$ cat config.mk
export PLATFORM = sky130hd
export DESIGN_NAME = mskn_ctrl
export DESIGN_NICKNAME = d
export VERILOG_FILES = /design/src/design/mskn_pkg.sv /design/src/design/mskn_ctrl.sv
export SDC_FILE = /design/constraint.sdc
export NUM_CORES = 1
export LEC_CHECK = 0
export BUFFER_PORTS_ARGS = -buffer_cell sky130_fd_sc_hd__buf_4
export CAP_MARGIN = 10
export CORE_AREA = 2 2 39 41
export CTS_CLUSTER_SIZE = 20
export DETAILED_ROUTE_END_ITERATION = 6
export DIE_AREA = 0 0 41 43
export SYNTH_ARGS = -nofsm -noshare
export SYNTH_HDL_FRONTEND = slang
export SYNTH_SLANG_ARGS = --single-unit
$ cat constraint.sdc
create_clock -name clk -period 2.4 [get_ports clk]
set_input_delay 0 -clock clk [delete_from_list [all_inputs] [get_ports clk]]
set_output_delay 0 -clock clk [all_outputs]
set_load 0.01 [all_outputs]
$ cat src/design/mskn_pkg.sv
// Package for the multichannel scalar Kalman normalizer: shared widths,
// register indexes, channel classes, controller states and command structs.
// No dependencies.
package mskn_pkg;

    localparam int DEF_NUM_CHANNELS = 8;
    localparam int DEF_FRAC_BITS    = 16;

    localparam int CHANNEL_W   = 3;
    localparam int DATA_W      = 32;
    localparam int CFG_ADDR_W  = 1;
    localparam int NORM_MUL_W  = 11;

    // Normalization constants per channel class.
    localparam int TEMP_SCALE   = 1000;
    localparam int ACCEL_SCALE  = 125;
    localparam int GYRO_SCALE   = 2;
    localparam int LIGHT_SCALE  = 1000;
    localparam int ACCEL_OFFSET = 4;
    localparam int GYRO_OFFSET  = 250;
    localparam int LIGHT_SHIFT  = 10;

    localparam logic [CHANNEL_W-1:0] CH_TEMP       = 3'd0;
    localparam logic [CHANNEL_W-1:0] CH_ACCEL_LAST = 3'd3;
    localparam logic [CHANNEL_W-1:0] CH_GYRO_LAST  = 3'd6;

    typedef enum logic [CFG_ADDR_W-1:0] {
        CFG_PROCESS_NOISE_Q     = 1'b0,
        CFG_MEASUREMENT_NOISE_R = 1'b1
    } cfg_reg_t;

    typedef enum logic [1:0] {
        KIND_TEMP,
        KIND_ACCEL,
        KIND_GYRO,
        KIND_LIGHT
    } chan_kind_t;

    typedef enum logic [2:0] {
        ST_IDLE,
        ST_LOAD,
        ST_DIV,
        ST_MUL,
        ST_UPDATE,
        ST_NORM,
        ST_DONE
    } mskn_state_t;

    typedef struct packed {
        logic capture;
        logic load;
        logic div_step;
        logic mul;
        logic update;
        logic norm;
        logic finish;
    } mskn_cmd_t;

    typedef struct packed {
        logic div_done;
    } mskn_status_t;

    function automatic chan_kind_t chan_kind(input logic [CHANNEL_W-1:0] ch);
        chan_kind_t kind;
        if (ch == CH_TEMP)
            kind = KIND_TEMP;
        else if (ch <= CH_ACCEL_LAST)
            kind = KIND_ACCEL;
        else if (ch <= CH_GYRO_LAST)
            kind = KIND_GYRO;
        else
            kind = KIND_LIGHT;
        return kind;
    endfunction

endpackage

$ cat src/design/mskn_ctrl.sv
// Controller of the Kalman normalizer: sequences one word through load,
// divide, multiply, update, normalize and output. Depends on mskn_pkg.
module mskn_ctrl
    import mskn_pkg::*;
(
    input  logic         clk,
    input  logic         rst_n,
    input  logic         in_valid,
    output logic         in_ready,
    output logic         out_valid,
    input  logic         out_ready,
    input  mskn_status_t status,
    output mskn_cmd_t    cmd
);

    mskn_state_t state_reg;
    mskn_state_t state_next;
    logic        out_valid_reg;
    logic        out_valid_next;
    logic        out_free;

    // The output register can take a new word when empty or being drained.
    assign out_free = !out_valid_reg || out_ready;

    always_comb
    begin
        state_next = state_reg;
        unique case (state_reg)
            ST_IDLE:
            begin
                if (in_valid)
                    state_next = ST_LOAD;
            end
            ST_LOAD:   state_next = ST_DIV;
            ST_DIV:
            begin
                if (status.div_done)
                    state_next = ST_MUL;
            end
            ST_MUL:    state_next = ST_UPDATE;
            ST_UPDATE: state_next = ST_NORM;
            ST_NORM:   state_next = ST_DONE;
            ST_DONE:
            begin
                if (out_free)
                    state_next = ST_IDLE;
            end
            default:   state_next = ST_IDLE;
        endcase
    end

    always_comb
    begin
        cmd      = '0;
        in_ready = 1'b0;
        unique case (state_reg)
            ST_IDLE:
            begin
                in_ready    = 1'b1;
                cmd.capture = in_valid;
            end
            ST_LOAD:   cmd.load = 1'b1;
            ST_DIV:    cmd.div_step = !status.div_done;
            ST_MUL:    cmd.mul = 1'b1;
            ST_UPDATE: cmd.update = 1'b1;
            ST_NORM:   cmd.norm = 1'b1;
            ST_DONE:   cmd.finish = out_free;
            default:   cmd = '0;
        endcase
    end

    always_comb
    begin
        if (cmd.finish)
            out_valid_next = 1'b1;
        else if (out_ready)
            out_valid_next = 1'b0;
        else
            out_valid_next = out_valid_reg;
    end

    always_ff @(posedge clk or negedge rst_n)
    begin
        if (!rst_n)
        begin
            state_reg     <= ST_IDLE;
            out_valid_reg <= 1'b0;
        end
        else
        begin
            state_reg     <= state_next;
            out_valid_reg <= out_valid_next;
        end
    end

    assign out_valid = out_valid_reg;

endmodule

# Yosys cells after proc, flatten, opt, wreduce, memory -nomap -nowiden
# Index checks and enable logic that the tools add are counted.
# W data, S select, Z words.
dict set report word_totals {
  reg_bits 4
  in_bits 5
  output_inout_bits 9
  elab_cells 31
}
dict set report op_classes {
  eq_ne 9
  mux 14
  reduce_logical 6
}
# cell count
set op_table {}
lappend op_table {{$pmux W3 S7} 1}
lappend op_table {{$mux W1} 10}
lappend op_table {{$eq A3 B3 Y1 const B} 3}
lappend op_table {{$mux W3} 3}
lappend op_table {{$eq A3 B2 Y1 const B} 2}
lappend op_table {{$ne A2 B2 Y1 const B} 3}
lappend op_table {{$eq A3 B1 Y1 const B} 1}
lappend op_table {{$logic_not A3 Y1} 1}
lappend op_table {{$reduce_and A3 Y1} 1}
lappend op_table {{$logic_not A1 Y1} 2}
lappend op_table {{$reduce_bool A2 Y1} 1}
lappend op_table {{$logic_or A1 B1 Y1} 1}

# Longest topological paths before layout
dict set report depth {
  depth_word 4
  ltp_mapped 4
  mapped_depth_nobuf 3
}

# Worst setup path before layout
# No wires, ideal clock.
dict set report synth_timing {
  kind {flip-flop to output port}
  startpoint {register state_reg[1]}
  endpoint {output port cmd[6] in the netlist's numbering}
  arrival_ns 1.057
  t_required_ns 2.400
  path_slack_ns 1.343
  stages_incl_launch_ff 4
  path_buffers 1
  path_cell_list {dfrtp_1 > buf_2 > nor3_1 > and2_1}
}
# item line_no
set synth_rtl {}
lappend synth_rtl {{start: declaration} mskn_ctrl.sv:16} ;# mskn_state_t state_reg;
lappend synth_rtl {{start signal: assignment} mskn_ctrl.sv:91} ;# state_reg <= state_next;
lappend synth_rtl {{end: declaration} mskn_ctrl.sv:13} ;# output mskn_cmd_t cmd

==> reports/results.ini <==
[clock_tree]
clockBufferDepth = 2
cts_max_level = 1
clk_root_buffer_cell = clkbuf_4
post_cts_buffers = 0
cts.reportedPaths.clkPinSlew_ns = 0.03
cts_buffers = 3
cts_tree = yes
clkLatencyLatePin_ns = 0.24
cts.sinks = 4

[layout]
largest_reg_flops = 3
multi_input_area_um2 = 110
fillers = 147
num_antenna_cells = 0
syn2layout_area_growth_pct = 59.8
design_area_um2 = 368
regArea_um2 = 100
drive_gt1_frac = 0.463
nNetsFinal = 48

[route]
post-route-drc-count = 0
ant_nets = 0
routed_via_density = 4.37
routed-via-count = 249
firstDrtPassIters = 2
first_iter_violations = 3
wire_per_inst_um = 10.5
wl_um = 601

[worst_setup_path]
crit_slowest_cell = dfrtp_1
max_stage_delay_ns = 0.49
path_cells = nand2b_1 -> nor3b_1 -> buf_4
worst_setup_path_start_kind = flip-flop
worst_setup_path_end_kind = primary output
critPathKind = flip-flop to primary output
crit_required_ns = 2.40
reg2regPathDepth = 3
crit_arrival_ns = 1.26
cp_max_fo = 10

[logic_synthesis]
yosys-top-cells-area = dfrtp_1 (43%), nor3_1 (13%), o21ai_0 (6.5%)
synth-async-reset-ratio = 1.00
synth_seq_cells = 4
syn_area_um2 = 230
synth.largest_area_cell = dfrtp_1
yosysMostFrequentCell = nor3_1
netlist_instances = 26
synth_cell_types = 15
yosysWarningCount = 0
avgSynthCellArea_um2 = 8.85
synth_seq_area_share = 0.435
synth_nets = 31
ys_top_cells_by_count = nor3_1 (6), dfrtp_1 (4), o21ai_0 (3), nand2b_1 (2)
synth_ff_type = dfrtp_1
netlist.area_leader.share = 0.435
synth-edff-count = 0

[sta]
tightest_slew_ns = 0.286
slew_headroom = 0.809
skew_ns = 0.00853
fin_setup_tns_ns = 0
finalHoldViolCount = 0
finalCritPeriodShare = 0.525
setup_viol_count_final = 0
rsz0062_at_grt = no
worst_hold_slack_ns = 0.0496
fmax_mhz = 793
final.min_clock_period_ns = 1.26
drv_slew = 0

[global_routing]
grt_max_degree = 11
first_global_vias = 230
grt_util_all_layers = 0.0905
antenna_found_initial = 0
overflow = 0
grt_pass1_wl_um = 966

[pwr]
power_per_cell_area_nw_per_um2 = 1240
internal-power_w = 0.000272
p_switching_w = 0.000185
p_leak_nw = 0.183
peakVddDrop_mv = 0.251
clkPwrFrac = 0.191
pwr-share-seq = 0.322
p_comb_frac = 0.487
total_power_w = 0.000457
swShare = 0.405

[floorplanning]
rows = 14
die_area_um2 = 1760
die_w_um = 41
core_region_area_um2 = 1380
die_y_um = 43
ios = 14
initial_utilization = 0.166

[place]
gp_congestion = 0.738
io_buffers = 13
place_area_um2 = 335

[min_path]
hold_path_depth = 3
min_path_type = input pin to flip-flop

[run]
drv_cap = 0

[run_status]
status = completed

==> cell usage in the layout (no fill, tap or decap) <==
cell            n
a211oi_1        1
a21o_1          1
a21o_2          1
and2_1          1
and3_4          1
buf_4          13
clkbuf_4        3
dfrtp_1         4
dlygate4sd3_1   1
inv_1           1
inv_2           1
nand2_1         1
nand2b_1        2
nor3_1          6
nor3b_1         1
o21ai_0         3
==> metal layers <==
metal	vias to the layer above	wire length, um	track usage
met5	-	0	0
met4	0	17	0.120
met3	2	32	0.0157
met2	9	300	0.116
met1	116	251	0.104
li1	122	-	-
==> final cells by class <==
cell class | instances | area share
Multi-Input combinational cell | 18 | 0.299
Timing Repair Buffer | 14 | 0.293
Sequential cell | 4 | 0.272
Clock buffer | 3 | 0.0612
Tap cell | 16 | 0.0544
Inverter | 2 | 0.0204
==> final timing paths <==
path / endpoint / slack [ns] / startpoint
worst min register to register: state_reg[0] / 0.55 / state_reg[0]
worst min-delay path: state_reg[0] / 0.05 / status
worst max register to register: state_reg[1] / 1.38 / state_reg[1]
max in group asynchronous: state_reg[0] / 2.20 / rst_n
min in group asynchronous: out_valid / 0.09 / rst_n
worst max-delay path: cmd[0] / 1.14 / state_reg[1]
==> metrics by stage <==
step / worst slack [ns] / util / cells
after global placement: 1.38 / 0.242 / 53
after CTS: 1.13 / 0.266 / 57
after detailed placement: 1.38 / 0.242 / 53
after global routing: 1.04 / 0.266 / 57
final: 1.14 / 0.266 / 57
after floorplan: 1.34 / - / 26
==> power by group through the flow <==
| stage | sequential, W | clock [W] | combinational, W |
|---|---|---|---|
| 6_report | 0.000147 | 0.0000871 | 0.000223 |
| 5_1_grt | 0.000154 | 0.0000965 | 0.000246 |
| 4_1_cts | 0.000147 | 0.0000906 | 0.000227 |
| 3_5_place_dp | 0.000148 | 0 | 0.000223 |
| 3_3_place_gp | 0.000148 | 0 | 0.000221 |
| 2_1_floorplan | 0.000126 | 0 | 0.000146 |
==> kinds of logic after synthesis <==
family	Yosys count	synth area share
simple gates	12	0.310
compound gates	6	0.168
flops	4	0.435
buf+inv	4	0.0869
==> critical path: cells and delay by family, from the launching register on <==
family                 cells  cell delay [ns]
AND/OR/NAND/NOR            2             0.38
flip-flops                 1             0.49
buffers and inverters      1             0.15
==> what timing repair did <==
action,CTS,global route
hold buffers,1,0
hold endpoints to repair,4,0
resized for setup,0,0
No activity file was read; power rests on OpenSTA's default activity.
